`src/rtl/rse_pkg.sv`:
```
`timescale 1ns / 1ps
// ----------------------------------------------------------------------------
// rse_pkg
// Shared types and GF(2^8) helpers for the Reed-Solomon encoder core.
// ----------------------------------------------------------------------------
package rse_pkg;

	// one message symbol as it arrives
	typedef struct packed {
		logic [7:0] message_symbol;
		logic       message_last;
	} msg_t;

	// one codeword symbol as it leaves
	typedef struct packed {
		logic [7:0] code_symbol;
		logic       is_parity;
		logic       codeword_last;
	} code_t;

	// register file to datapath control
	typedef struct packed {
		logic       rebuild;
		logic [7:0] poly_low;
	} ctl_t;

	// register map
	localparam logic REG_CORR = 1'b0;
	localparam logic REG_POLY = 1'b1;

	localparam logic [3:0] CORR_RESET = 4'd8;
	localparam logic [7:0] POLY_RESET = 8'h1D;

	// multiply by alpha (x) modulo x^8 + poly
	function automatic logic [7:0] gf_xtime(input logic [7:0] a, input logic [7:0] poly);
		logic [7:0] sh;
		sh = {a[6:0], 1'b0};
		return a[7] ? (sh ^ poly) : sh;
	endfunction

	// shift-and-reduce multiply, eight narrow steps
	function automatic logic [7:0] gf_mul(input logic [7:0] a, input logic [7:0] b,
		input logic [7:0] poly);
		logic [7:0] x;
		logic [7:0] p;
		x = a;
		p = '0;
		for (int k = 0; k < 8; k++) begin
			if (b[k]) begin
				p = p ^ x;
			end
			x = gf_xtime(x, poly);
		end
		return p;
	endfunction

endpackage

```
`src/rtl/rse_regs.sv`:
```
`timescale 1ns / 1ps
// ----------------------------------------------------------------------------
// rse_regs
// APB register file: correction capability and field polynomial, plus the
// derived parity length minus one, used by the datapath.
// ----------------------------------------------------------------------------
module rse_regs #(
	parameter int MAX_T = 8
) (
	input  logic                           clk,
	input  logic                           arst_n,
	input  logic                           psel,
	input  logic                           penable,
	input  logic                           pwrite,
	input  logic [2:0]                     paddr,
	input  logic [31:0]                    pwdata,
	output logic [31:0]                    prdata,
	output logic                           pready,
	output rse_pkg::ctl_t                  ctl,
	output logic [$clog2(2*MAX_T)-1:0]     r_m1
);
	import rse_pkg::*;

	localparam int NREG = 2 * MAX_T;
	localparam int IW   = $clog2(NREG);
	localparam int TW   = $clog2(MAX_T + 1);

	logic [3:0]  corr_q;
	logic [7:0]  poly_q;
	logic        wr_en;
	logic        idx;
	logic [TW-1:0] t_eff;
	logic [TW:0]   r_full;

	assign pready = 1'b1;
	assign idx    = paddr[2];
	assign wr_en  = psel & penable & pwrite;

	// register writes
	always_ff @(posedge clk or negedge arst_n) begin
		if (!arst_n) begin
			corr_q <= CORR_RESET;
			poly_q <= POLY_RESET;
		end else if (wr_en) begin
			unique case (idx)
				REG_CORR: corr_q <= pwdata[3:0];
				REG_POLY: poly_q <= pwdata[7:0];
				default:  ;
			endcase
		end
	end

	// read mux
	always_comb begin
		unique case (idx)
			REG_CORR: prdata = {28'd0, corr_q};
			REG_POLY: prdata = {24'd0, poly_q};
			default:  prdata = '0;
		endcase
	end

	// clamp t into 1..MAX_T, parity length is 2t
	always_comb begin
		if (corr_q == 4'd0) begin
			t_eff = TW'(1);
		end else if (int'(corr_q) > MAX_T) begin
			t_eff = TW'(MAX_T);
		end else begin
			t_eff = TW'(corr_q);
		end
		r_full = {t_eff, 1'b0};
		r_m1   = IW'(r_full - 1'b1);
	end

	assign ctl.rebuild  = wr_en;
	assign ctl.poly_low = poly_q;

endmodule

```
`src/rtl/rse_genbuild.sv`:
```
`timescale 1ns / 1ps
// ----------------------------------------------------------------------------
// rse_genbuild
// Generator polynomial builder: multiplies in one root (x + alpha^s) per
// cycle after reset or any register write.
// ----------------------------------------------------------------------------
module rse_genbuild #(
	parameter int MAX_T = 8
) (
	input  logic                               clk,
	input  logic                               arst_n,
	input  rse_pkg::ctl_t                      ctl,
	input  logic [$clog2(2*MAX_T)-1:0]         r_m1,
	output logic                               busy,
	output logic [2*MAX_T-1:0][7:0]            gen
);
	import rse_pkg::*;

	localparam int NREG = 2 * MAX_T;
	localparam int IW   = $clog2(NREG);

	localparam logic [1:0] ST_INIT = 2'd0;
	localparam logic [1:0] ST_RUN  = 2'd1;
	localparam logic [1:0] ST_DONE = 2'd2;

	logic [1:0]            state_q;
	logic [IW-1:0]         step_q;
	logic [7:0]            root_q;
	logic [7:0]            root_n;
	logic [NREG-1:0][7:0]  g_q;
	logic [NREG-1:0][7:0]  g_n;

	// next root and one polynomial multiply by (x + root)
	always_comb begin
		root_n = gf_xtime(root_q, ctl.poly_low);
		g_n[0] = gf_mul(g_q[0], root_n, ctl.poly_low);
		for (int j = 1; j < NREG; j++) begin
			g_n[j] = g_q[j-1] ^ gf_mul(g_q[j], root_n, ctl.poly_low);
		end
	end

	// sequencer
	always_ff @(posedge clk or negedge arst_n) begin
		if (!arst_n) begin
			state_q <= ST_INIT;
			step_q  <= '0;
		end else if (ctl.rebuild) begin
			state_q <= ST_INIT;
			step_q  <= '0;
		end else begin
			unique case (state_q)
				ST_INIT: begin
					state_q <= ST_RUN;
					step_q  <= '0;
				end
				ST_RUN: begin
					step_q <= step_q + 1'b1;
					if (step_q == r_m1) begin
						state_q <= ST_DONE;
					end
				end
				ST_DONE: ;
				default: state_q <= ST_INIT;
			endcase
		end
	end

	// coefficient registers
	always_ff @(posedge clk) begin
		if (state_q == ST_INIT) begin
			g_q    <= NREG'(1) == '0 ? '0 : {{(NREG-1){8'h00}}, 8'h01};
			root_q <= 8'h01;
		end else if (state_q == ST_RUN) begin
			g_q    <= g_n;
			root_q <= root_n;
		end
	end

	assign busy = (state_q != ST_DONE);
	assign gen  = g_q;

	// a finished build stays finished until the next register write
	a_done_holds: assert property (@(posedge clk) disable iff (!arst_n)
		(state_q == ST_DONE) && !ctl.rebuild |=> (state_q == ST_DONE))
		else $error("generator build restarted without a register write");

	// the step count never runs past the parity length
	a_step_range: assert property (@(posedge clk) disable iff (!arst_n)
		(state_q == ST_RUN) |-> (step_q <= r_m1))
		else $error("generator build step out of range");

	// a write always restarts the build
	a_write_restarts: assert property (@(posedge clk) disable iff (!arst_n)
		ctl.rebuild |=> (state_q == ST_INIT))
		else $error("register write did not restart generator build");

endmodule

```
`src/rtl/rse_lfsr.sv`:
```
`timescale 1ns / 1ps
// ----------------------------------------------------------------------------
// rse_lfsr
// Division LFSR: one parallel remainder update per message symbol; stages at
// or above the parity length are held at zero.
// ----------------------------------------------------------------------------
module rse_lfsr #(
	parameter int MAX_T = 8
) (
	input  logic                               clk,
	input  logic                               arst_n,
	input  logic                               clear,
	input  logic                               step,
	input  rse_pkg::msg_t                      msg_s1,
	input  logic [7:0]                         poly_low,
	input  logic [$clog2(2*MAX_T)-1:0]         r_m1,
	input  logic [2*MAX_T-1:0][7:0]            gen,
	output logic [2*MAX_T-1:0][7:0]            rem_n
);
	import rse_pkg::*;

	localparam int NREG = 2 * MAX_T;
	localparam int IW   = $clog2(NREG);

	logic [NREG-1:0][7:0] rem_q;
	logic [7:0]           fb;

	// feedback from the top active stage
	assign fb = msg_s1.message_symbol ^ rem_q[r_m1];

	// next remainder, one multiplier per stage
	for (genvar i = 0; i < NREG; i++) begin : g_stage
		logic [7:0] prod;
		assign prod = gf_mul(fb, gen[i], poly_low);
		if (i == 0) begin : g_first
			assign rem_n[i] = prod;
		end else begin : g_rest
			assign rem_n[i] = (IW'(i) <= r_m1) ? (rem_q[i-1] ^ prod) : 8'h00;
		end
	end

	// remainder register, cleared on clear and after the last symbol of a message
	always_ff @(posedge clk or negedge arst_n) begin
		if (!arst_n) begin
			rem_q <= '0;
		end else if (clear) begin
			rem_q <= '0;
		end else if (step) begin
			rem_q <= msg_s1.message_last ? '0 : rem_n;
		end
	end

endmodule

```
`src/rtl/rse_emit.sv`:
```
`timescale 1ns / 1ps
// ----------------------------------------------------------------------------
// rse_emit
// Output sequencer: result register plus a parity shift buffer that drains
// the 2t parity symbols, highest degree first, after the last message symbol.
// ----------------------------------------------------------------------------
module rse_emit #(
	parameter int MAX_T = 8
) (
	input  logic                               clk,
	input  logic                               arst_n,
	input  logic                               s1_valid,
	input  rse_pkg::msg_t                      msg_s1,
	input  logic [2*MAX_T-1:0][7:0]            rem_n,
	input  logic [$clog2(2*MAX_T)-1:0]         r_m1,
	output logic                               take,
	output logic                               code_valid,
	input  logic                               code_ready,
	output rse_pkg::code_t                     code
);
	import rse_pkg::*;

	localparam int NREG = 2 * MAX_T;
	localparam int IW   = $clog2(NREG);
	localparam int CW   = IW + 1;

	logic [NREG-1:0][7:0] par_q;
	logic [CW-1:0]        cnt_q;
	logic                 out_v_q;
	code_t                out_q;
	logic                 out_free;
	logic                 load_par;
	logic                 load_msg;

	// parity drain has priority over the next message symbol
	assign out_free = !out_v_q || code_ready;
	assign load_par = out_free && (cnt_q != '0);
	assign load_msg = out_free && (cnt_q == '0) && s1_valid;
	assign take     = load_msg;

	// control state
	always_ff @(posedge clk or negedge arst_n) begin
		if (!arst_n) begin
			out_v_q <= 1'b0;
			cnt_q   <= '0;
		end else begin
			if (load_par || load_msg) begin
				out_v_q <= 1'b1;
			end else if (code_ready) begin
				out_v_q <= 1'b0;
			end
			if (load_par) begin
				cnt_q <= cnt_q - 1'b1;
			end else if (load_msg && msg_s1.message_last) begin
				cnt_q <= CW'(r_m1) + 1'b1;
			end
		end
	end

	// payload: result register and parity buffer
	always_ff @(posedge clk) begin
		if (load_par) begin
			out_q.code_symbol   <= par_q[r_m1];
			out_q.is_parity     <= 1'b1;
			out_q.codeword_last <= (cnt_q == CW'(1));
			for (int i = NREG - 1; i > 0; i--) begin
				par_q[i] <= par_q[i-1];
			end
			par_q[0] <= 8'h00;
		end else if (load_msg) begin
			out_q.code_symbol   <= msg_s1.message_symbol;
			out_q.is_parity     <= 1'b0;
			out_q.codeword_last <= 1'b0;
			if (msg_s1.message_last) begin
				par_q <= rem_n;
			end
		end
	end

	assign code_valid = out_v_q;
	assign code       = out_q;

	// the parity count never exceeds the parity length
	a_cnt_range: assert property (@(posedge clk) disable iff (!arst_n)
		cnt_q <= (CW'(r_m1) + 1'b1))
		else $error("parity count out of range");

	// a last message symbol arms exactly 2t parity transactions
	a_cnt_armed: assert property (@(posedge clk) disable iff (!arst_n)
		load_msg && msg_s1.message_last |=> (cnt_q == (CW'(r_m1) + 1'b1)))
		else $error("parity count not armed after last symbol");

endmodule

```
`src/rtl/reed_solomon_systematic_encoder_core.sv`:
```
`timescale 1ns / 1ps
// ----------------------------------------------------------------------------
// reed_solomon_systematic_encoder_core
// Systematic RS encoder over GF(2^8) with configurable t and field polynomial.
//
//   channel  | handshake                  | payload
//   ---------+----------------------------+-----------------------------------
//   msg      | msg_valid / msg_ready      | message_symbol, message_last
//   code     | code_valid / code_ready    | code_symbol, is_parity, codeword_last
//   apb      | psel/penable/pwrite/pready | paddr, pwdata, prdata
//
// One message symbol per cycle while the generator is idle, no parity drains and
// code is not stalled; a symbol reaches code via the input and result registers,
// and each codeword adds 2t parity symbols drained from the parity buffer ahead
// of the next message symbol. After reset and every register write the generator
// is rebuilt one root per cycle; msg_ready is low meanwhile.
// Output stalls back up through the result register and the input register.
// ----------------------------------------------------------------------------
module reed_solomon_systematic_encoder_core #(
	parameter int MAX_T = 8
) (
	input  logic           clk,
	input  logic           arst_n,
	input  logic           msg_valid,
	output logic           msg_ready,
	input  rse_pkg::msg_t  msg,
	output logic           code_valid,
	input  logic           code_ready,
	output rse_pkg::code_t code,
	input  logic           psel,
	input  logic           penable,
	input  logic           pwrite,
	input  logic [2:0]     paddr,
	input  logic [31:0]    pwdata,
	output logic [31:0]    prdata,
	output logic           pready
);
	import rse_pkg::*;

	localparam int NREG = 2 * MAX_T;
	localparam int IW   = $clog2(NREG);

	ctl_t                 ctl;
	logic [IW-1:0]        r_m1;
	logic                 busy;
	logic [NREG-1:0][7:0] gen;
	logic [NREG-1:0][7:0] rem_n;
	logic                 take;
	logic                 valid_s1;
	msg_t                 msg_s1;
	logic                 accept;

	rse_regs #(.MAX_T(MAX_T)) u_regs (
		.clk     (clk),
		.arst_n  (arst_n),
		.psel    (psel),
		.penable (penable),
		.pwrite  (pwrite),
		.paddr   (paddr),
		.pwdata  (pwdata),
		.prdata  (prdata),
		.pready  (pready),
		.ctl     (ctl),
		.r_m1    (r_m1)
	);

	rse_genbuild #(.MAX_T(MAX_T)) u_genbuild (
		.clk    (clk),
		.arst_n (arst_n),
		.ctl    (ctl),
		.r_m1   (r_m1),
		.busy   (busy),
		.gen    (gen)
	);

	// input register
	assign msg_ready = !busy && (!valid_s1 || take);
	assign accept    = msg_valid && msg_ready;

	always_ff @(posedge clk or negedge arst_n) begin
		if (!arst_n) begin
			valid_s1 <= 1'b0;
		end else if (accept) begin
			valid_s1 <= 1'b1;
		end else if (take) begin
			valid_s1 <= 1'b0;
		end
	end

	always_ff @(posedge clk) begin
		if (accept) begin
			msg_s1 <= msg;
		end
	end

	rse_lfsr #(.MAX_T(MAX_T)) u_lfsr (
		.clk      (clk),
		.arst_n   (arst_n),
		.clear    (busy),
		.step     (take),
		.msg_s1   (msg_s1),
		.poly_low (ctl.poly_low),
		.r_m1     (r_m1),
		.gen      (gen),
		.rem_n    (rem_n)
	);

	rse_emit #(.MAX_T(MAX_T)) u_emit (
		.clk        (clk),
		.arst_n     (arst_n),
		.s1_valid   (valid_s1),
		.msg_s1     (msg_s1),
		.rem_n      (rem_n),
		.r_m1       (r_m1),
		.take       (take),
		.code_valid (code_valid),
		.code_ready (code_ready),
		.code       (code)
	);

	// no transaction is taken while the generator is being rebuilt
	a_busy_blocks: assert property (@(posedge clk) disable iff (!arst_n)
		busy |-> !msg_ready)
		else $error("message taken during generator build");

	// a symbol is only consumed from a full input register
	a_take_full: assert property (@(posedge clk) disable iff (!arst_n)
		take |-> valid_s1)
		else $error("input register consumed while empty");

endmodule
```
`config.mk`:
```
export PLATFORM = sky130hd
export DESIGN_NAME = reed_solomon_systematic_encoder_core
export DESIGN_NICKNAME = d
export VERILOG_FILES = /design/src/rtl/rse_pkg.sv /design/src/rtl/rse_regs.sv /design/src/rtl/rse_genbuild.sv /design/src/rtl/rse_lfsr.sv /design/src/rtl/rse_emit.sv /design/src/rtl/reed_solomon_systematic_encoder_core.sv
export SDC_FILE = /design/constraint.sdc
export NUM_CORES = 2
export LEC_CHECK = 0
export BUFFER_PORTS_ARGS = -buffer_cell sky130_fd_sc_hd__buf_4
export CELL_PAD_IN_SITES_DETAIL_PLACEMENT = 1
export CELL_PAD_IN_SITES_GLOBAL_PLACEMENT = 1
export CORE_MARGIN = 2
export CORE_UTILIZATION = 49
export DETAILED_ROUTE_END_ITERATION = 12
export PLACE_DENSITY = 0.93
export SLEW_MARGIN = 10
export SYNTH_ARGS = -nofsm -noshare
export SYNTH_HDL_FRONTEND = slang
export SYNTH_SLANG_ARGS = --single-unit
```
`constraint.sdc`:
```
create_clock -name clk -period 7.85 [get_ports clk]
set_input_delay 0 -clock clk [delete_from_list [all_inputs] [get_ports clk]]
set_output_delay 0 -clock clk [all_outputs]
set_load 0.02 [all_outputs]
```
Word-level counts from Yosys, hierarchy flattened
Index checks and enable logic that the tools add are counted.
{ "word_totals": {"romBits": 0, "ramBits": 0, "wordCells": 912, "latch_bits": 0, "memories": 0, "input_bits": 51, "ff_bits": 436, "output_inout_bits": 45} }
{ "op_classes": {"n_div": 0, "eq_ne": 7, "reduce_logical": 28, "mul": 0, "shifts": 0, "bitwise_logic": 378, "muxes": 417, "n_lt_le_gt_ge": 17, "addsub": 4} }
{ "op_table": {"columns": ["operator", "count"], "rows": [
  ["8-bit two-way mux", 393],
  ["8-bit XOR", 375],
  ["128-bit two-way mux", 6],
  ["8-bit binary-select mux with 4-bit select", 2],
  ["32-bit case mux with 2 select lines", 1],
  ["4-bit less-or-equal comparator, first input constant", 8],
  ["10-bit two-way mux", 2],
  ["3-bit by 4-bit less-or-equal comparator with 1-bit output, first input constant", 4],
  ["2-bit nonzero test", 6],
  ["5-bit two-way mux", 2],
  ["2-bit AND reduction", 5],
  ["2-bit by 4-bit less-or-equal comparator with 1-bit output, first input constant", 2],
  ["4-bit case mux with 2 select lines", 1],
  ["1-bit logical AND", 6],
  ["3-bit two-way mux", 2],
  ["2-bit case mux with 3 select lines", 1],
  ["4-bit by 1-bit adder with 5-bit output, second input constant", 1],
  ["5-bit by 1-bit equality test with 1-bit output, second input constant", 1],
  ["5-bit zero test", 1],
  ["4-bit by 5-bit less-than comparator with 1-bit output, second input constant", 1],
  ["5-bit nonzero test", 1],
  ["5-bit by 1-bit subtractor with 5-bit output, second input constant", 1],
  ["4-bit by 1-bit adder with 4-bit output, second input constant", 1],
  ["4-bit equality test", 1],
  ["other kinds (17)", 27]
]} }

Logic depth before layout (Yosys ltp)
{ "logic_depth": {"depth_word": 28, "ltp_mapped": 30, "mapped_depth_nobuf": 20} }

Hierarchy
A second synthesis with hierarchy kept.
{ "unflattened": {"cells_unflattened": 9885, "area_unflattened_um2": 73178.9} }
{ "modules_own_cells": {"columns": ["module", "seq_area_each_um2", "cells_each", "instances", "area_per_inst_um2"], "rows": [
  ["rse_genbuild", 2872.8, 5881, 1, 40116.0],
  ["rse_lfsr", 3203.1, 3441, 1, 25012.7],
  ["rse_emit", 4204.0, 476, 1, 6886.6],
  ["rse_regs", 306.5, 72, 1, 834.6],
  ["reed_solomon_systematic_encoder_core", 295.3, 15, 1, 329.1]
]} }

Worst setup path after synthesis
Ideal clock, no wire load.
{ "synth_path": {"path_kind": "flip-flop to flip-flop", "from": "reg u_regs.corr_q[3]", "to": "reg u_emit.par_q[103] (netlist name), data pin", "n_path_buf": 6, "path_stages_with_launch": 26, "required_time_ps": 7593, "arrival_time_ps": 6292, "setup_slack_ps": 1301, "path_cell_list": "dfstp_2 buf_2 nor2_4 inv_1 buf_1 clkbuf_1 ha_1 clkbuf_1 nor2_1 mux2_4 a22o_4 or4_1 buf_2 a2111oi_4 o211ai_2 and3_4 a211o_4 a211oi_4 o21ai_4 or3_4 nand4_4 nand2_1 buf_2 and3_1 or3_1 a32o_1"} }
{ "synth_via": {"elab_chain_cells": 28} }
{ "synth_rtl": {"columns": ["element", "line", "source"], "rows": [
  ["from (decl)", "rse_regs.sv:28", "logic [3:0] corr_q;"],
  ["from (signal assigned)", "rse_regs.sv:46", "REG_CORR: corr_q <= pwdata[3:0];"],
  ["4-bit greater-than comparator", "rse_regs.sv:66", "end else if (int'(corr_q) > MAX_T) begin"],
  ["3-bit two-way mux", "rse_regs.sv:66", null],
  ["3-bit two-way mux (*)", "rse_regs.sv:64", "if (corr_q == 4'd0) begin"],
  ["4-bit by 1-bit subtractor with 4-bit output (*)", "rse_regs.sv:72", "r_m1 = IW'(r_full - 1'b1);"],
  ["8-bit binary-select mux with 4-bit select", "rse_lfsr.sv:29", "assign fb = msg_s1.message_symbol ^ rem_q[r_m1];"],
  ["8-bit two-way mux (implied by the code)", "rse_lfsr.sv:29", null],
  ["8-bit XOR", "rse_lfsr.sv:29", null],
  ["8-bit XOR", "rse_pkg.sv:38", "return a[7] ? (sh ^ poly) : sh;"],
  ["(+12 left out)", null, null],
  ["8-bit two-way mux, on equally long branches", "rse_pkg.sv:49, rse_pkg.sv:38", null],
  ["8-bit XOR", "rse_pkg.sv:50", "p = p ^ x;"],
  ["8-bit two-way mux", "rse_pkg.sv:49", "if (b[k]) begin"],
  ["8-bit XOR", "rse_lfsr.sv:38", "assign rem_n[i] = (IW'(i) <= r_m1) ? (rem_q[i-1] ^ prod) : 8'h00;"],
  ["8-bit two-way mux (*)", "rse_lfsr.sv:38", null],
  ["128-bit two-way mux (*)", "rse_emit.sv:74", "if (msg_s1.message_last) begin"],
  ["128-bit two-way mux (*)", "rse_emit.sv:70", "end else if (load_msg) begin"],
  ["128-bit two-way mux (*)", "rse_emit.sv:62", "if (load_par) begin"],
  ["to (signal, indexed assignment)", "rse_emit.sv:67", "par_q[i] <= par_q[i-1];"],
  ["to (signal assigned)", "rse_emit.sv:75", "par_q <= rem_n;"],
  ["to (decl)", "rse_emit.sv:27", "logic [NREG-1:0][7:0] par_q;"]
]} }
Every way passes the cells marked *; elsewhere a longest branch is shown, timed or not. The select of a mux whose other input is x is not followed.
A chain may end at the register's enable or synchronous reset.

Worst setup path after layout
{ "layout_path": {"from": "reg u_regs.corr_q[0]", "to": "reg u_emit.par_q[112] (netlist name), data pin"} }
{ "layout_via": {"elab_chain_cells": 27} }
{ "layout_rtl": {"columns": ["element", "line"], "rows": [
  ["4-bit greater-than comparator", "rse_regs.sv:66"],
  ["3-bit two-way mux", "rse_regs.sv:66"],
  ["3-bit two-way mux (*)", "rse_regs.sv:64"],
  ["4-bit by 1-bit subtractor with 4-bit output (*)", "rse_regs.sv:72"],
  ["8-bit binary-select mux with 4-bit select", "rse_lfsr.sv:29"],
  ["8-bit two-way mux (implied by the code)", "rse_lfsr.sv:29"],
  ["8-bit XOR", "rse_lfsr.sv:29"],
  ["8-bit two-way mux (tied with other cells)", "rse_pkg.sv:49"],
  ["(+11 left out)", null],
  ["8-bit two-way mux, on equally long branches", "rse_pkg.sv:49, rse_pkg.sv:38"],
  ["8-bit XOR", "rse_pkg.sv:50"],
  ["8-bit two-way mux", "rse_pkg.sv:49"],
  ["8-bit XOR", "rse_lfsr.sv:38"],
  ["8-bit two-way mux (*)", "rse_lfsr.sv:38"],
  ["128-bit two-way mux (*)", "rse_emit.sv:74"],
  ["128-bit two-way mux (*)", "rse_emit.sv:70"],
  ["128-bit two-way mux (*)", "rse_emit.sv:62"]
]} }
Marked as above.

==> flow_metrics.tcl <==
set metrics [dict create \
    hpwl_mm 187 \
    nets 8165 \
    drt-total-wl_mm 288 \
    vias 64500 \
    critPathKind "register to register" \
    maxCapViolations 0 \
    synth_ff_type "dfrtp_1" \
    ant_nets 0 \
    ys_types 103 \
    ys_warn_count 0 \
    grt_use_total 0.442 \
    synth_top_area_frac 0.311 \
    slowest_stage "nor4_4" \
    start_kind "register" \
    yosys-top-cells-count "nand2_1 (2664), xnor2_1 (2142), xor2_1 (537)" \
    hold_viol 0 \
    clk_pin_slew_ns 0.08 \
    rr_worst_depth 20 \
    dieWidth_um 355 \
    clockBufferDepth 3 \
    ios 96 \
    netlist_area_um2 60400 \
    setup_violations 0 \
    hp-class "input pin to register" \
    cts_buffers 56 \
    grt_remaining_overflow 0 \
    h-tree-depth 2 \
    cts_tree "yes" \
    drv_slew 0 \
    rows 128 \
    rsz0062_at_grt "no" \
    vias_per_cell 6.59 \
    path_depth 20 \
    grt_pass1_wl_mm 425 \
    crit_buf_inv 2 \
    setup_tns_ns 0 \
    endpoint "u_emit.par_q[112]" \
    path_cells "o21ba_2, nor2_4, ha_1, nor2b_1, mux2_4, a22o_4, nor4_4, nor2_4, o211a_1, or3_1, xnor3_1, buf_4, nand2_1, xnor2_2, nand4_4, nand2_2, buf_12, nand3_1, xnor2_1, o21ai_0" \
    postSynthCellCount 8484 \
    critical_path.most_common_cell "nor2_4" \
    synth_area_leaders "xnor2_1 (31%), nand2_1 (17%), xor2_1 (7.8%)" \
    layout-drive-gt1-share 0.0654 \
    slowest_delay_ns 0.57 \
    port_buffers 44 \
    yosysMostFrequentCell "nand2_1" \
    worst_slew_pin_slew_ns 1.33 \
    synth_area_leader_cell "xnor2_1" \
    max_freq_ghz 0.131 \
    synth-edff-count 138 \
    slew_headroom 0.111 \
    status "finished, final reports clean" \
    required_ns 8.26 \
    clk_latency_ns 0.74 \
    wl_per_cell_um 29.4 \
    synth_area_per_cell_um2 7.11 \
    worstReg2RegEnd "u_emit.par_q[112]" \
    initial_core_util 0.495 \
    crit_path_end_kind "register" \
    die-area_um2 126000 \
    cts_root_buffer "clkbuf_16" \
    ys_ff_latch 436 \
    seq_area_frac_synth 0.180 \
    grt_pass1_vias 67400 \
    critical-path-top-delay-family "simple AND/OR/NAND/NOR gates" \
    chipHeight_um 355 \
    drtIter0Drc 8380 \
    antenna_found_initial 23 \
    place_congestion 1.06 \
    r2r_start "u_regs.corr_q[0]" \
    drc 0 \
    cts.sinks 436 \
    async_flop_share 0.351 \
    drt_pass1_iterations 6 \
    crit_fanout 32 \
    cp.arrival_ns 8.07 \
    core-area_um2 122000 \
    reg2reg_slack_ns 0.19 \
    skew_ns 0.0492 \
    syn2layout_area_growth_pct 6.53 \
    period_share 0.975 \
    fin_crit_ns 7.66 \
    cp-startpoint "u_regs.corr_q[0]" \
    grt_max_degree 117 \
]
==> how the worst min path moves through the flow <==
stage | from | to | depth (start not counted)
after floorplan | arst_n | u_emit.cnt_q[0] | 0
after global placement | arst_n | u_lfsr.rem_q[22] | 1
after detailed placement | arst_n | u_lfsr.rem_q[22] | 1
after CTS | msg[7] | msg_s1[7] | 2
after global routing | msg[6] | msg_s1[6] | 2
final | msg[6] | msg_s1[6] | 2
==> cell type report <==
type | instances | area, um2
flip-flops and latches | 436 | 10900
clock inverters | 36 | 497
clock buffers | 70 | 1550
diodes | 9 | 22.5
well taps | 1625 | 2030
inverters | 16 | 62.6
repair buffers | 271 | 2250
fillers | 15400 | 57700
multi-input cells | 7327 | 47000
==> worst register-to-register path, cell delays in order (launching register included) <==
cell     delay, ns
dfrtp_1       0.46
o21ba_2       0.42
nor2_4        0.07
ha_1          0.56
nor2b_1       0.09
mux2_4        0.37
a22o_4        0.30
nor4_4        0.57
nor2_4        0.15
o211a_1       0.30
or3_1         0.38
xnor3_1       0.42
buf_4         0.37
nand2_1       0.23
xnor2_2       0.55
nand4_4       0.32
nand2_2       0.52
buf_12        0.33
nand3_1       0.15
xnor2_1       0.45
o21ai_0       0.33
==> registers in the layout, summed over array words and instances, names as in the netlist, 5 cells and up <==
signal             count
msg_s1                 9
u_emit.cnt_q           5
u_emit.code           10
u_emit.par_q         128
u_genbuild.gen       128
u_genbuild.root_q      8
u_lfsr.rem_q         128
u_regs.poly_q          8
==> kinds of logic (layout without fill, tap and decap cells) <==
logic type	count (synthesis)	count (layout)	share of synthesized area
XOR/XNOR	2738	2738	0.410
multiplexers	99	99	0.0213
other	2	34	0.000124
buffers and inverters	744	393	0.0501
AND/OR/NAND/NOR	3514	3514	0.239
AO/OA/AOI/OAI	945	945	0.0982
adder cells (fa/ha/maj)	6	6	0.00124
flip-flops	436	436	0.180
==> repair_timing <==
item,CTS,global route
hold buffers,31,0
resized for setup,0,2
setup buffers,0,0
hold endpoints to repair,116,0
endpoints found under the setup margin,0,7
==> per-stage QoR <==
stage / setup WS (ns) / std cells / instance area [um2] / util / hold WS [ns]
after floorplan: 1.30 / 8507 / 60400 / - / -0.296
after global placement: 0.701 / 9644 / 61900 / 0.507 / 0.0784
after detailed placement: 0.433 / 9644 / 61900 / 0.507 / 0.0788
after CTS: 0.334 / 9781 / 64200 / 0.526 / 0.0216
after global routing: 0.0657 / 9781 / 64300 / 0.527 / 0.0219
final: 0.194 / 9790 / 64300 / 0.527 / 0.00144
==> per-layer routing <==
| metal | up-vias | GRT usage | wire length [um] |
|---|---|---|---|
| li1 | 26200 | - | - |
| met1 | 31300 | 0.506 | 99100 |
| met2 | 5102 | 0.669 | 121000 |
| met3 | 1956 | 0.152 | 39300 |
| met4 | 26 | 0.354 | 28100 |
| met5 | - | 0 | 183 |
==> layout by cell type (no fill, tap or decap), types with 24 or more instances in the layout <==
cell type and n:
or3_1 39, mux2i_1 46, xnor3_1 42, nand2b_1 37, a22o_1 66, nand4_1 24
a22oi_1 35, xor2_1 529, nand3_1 103, xnor2_2 35, and3_1 154, dfxtp_1 145
nand2_1 2663, xnor2_1 2113, o31ai_1 31, buf_4 230, mux2_2 32, a21oi_1 124
conb_1 25, nor2_1 360, dlygate4sd3_1 30, nor2b_1 24, a32o_1 32, dfrtp_1 143
o21ai_1 99, a31oi_1 34, o21ai_0 396, clkbuf_16 57, o211ai_1 27, edfxtp_1 138
Power is not shown: default switching activity piles up to over one toggle a cycle in this logic, so the estimate is an artifact.
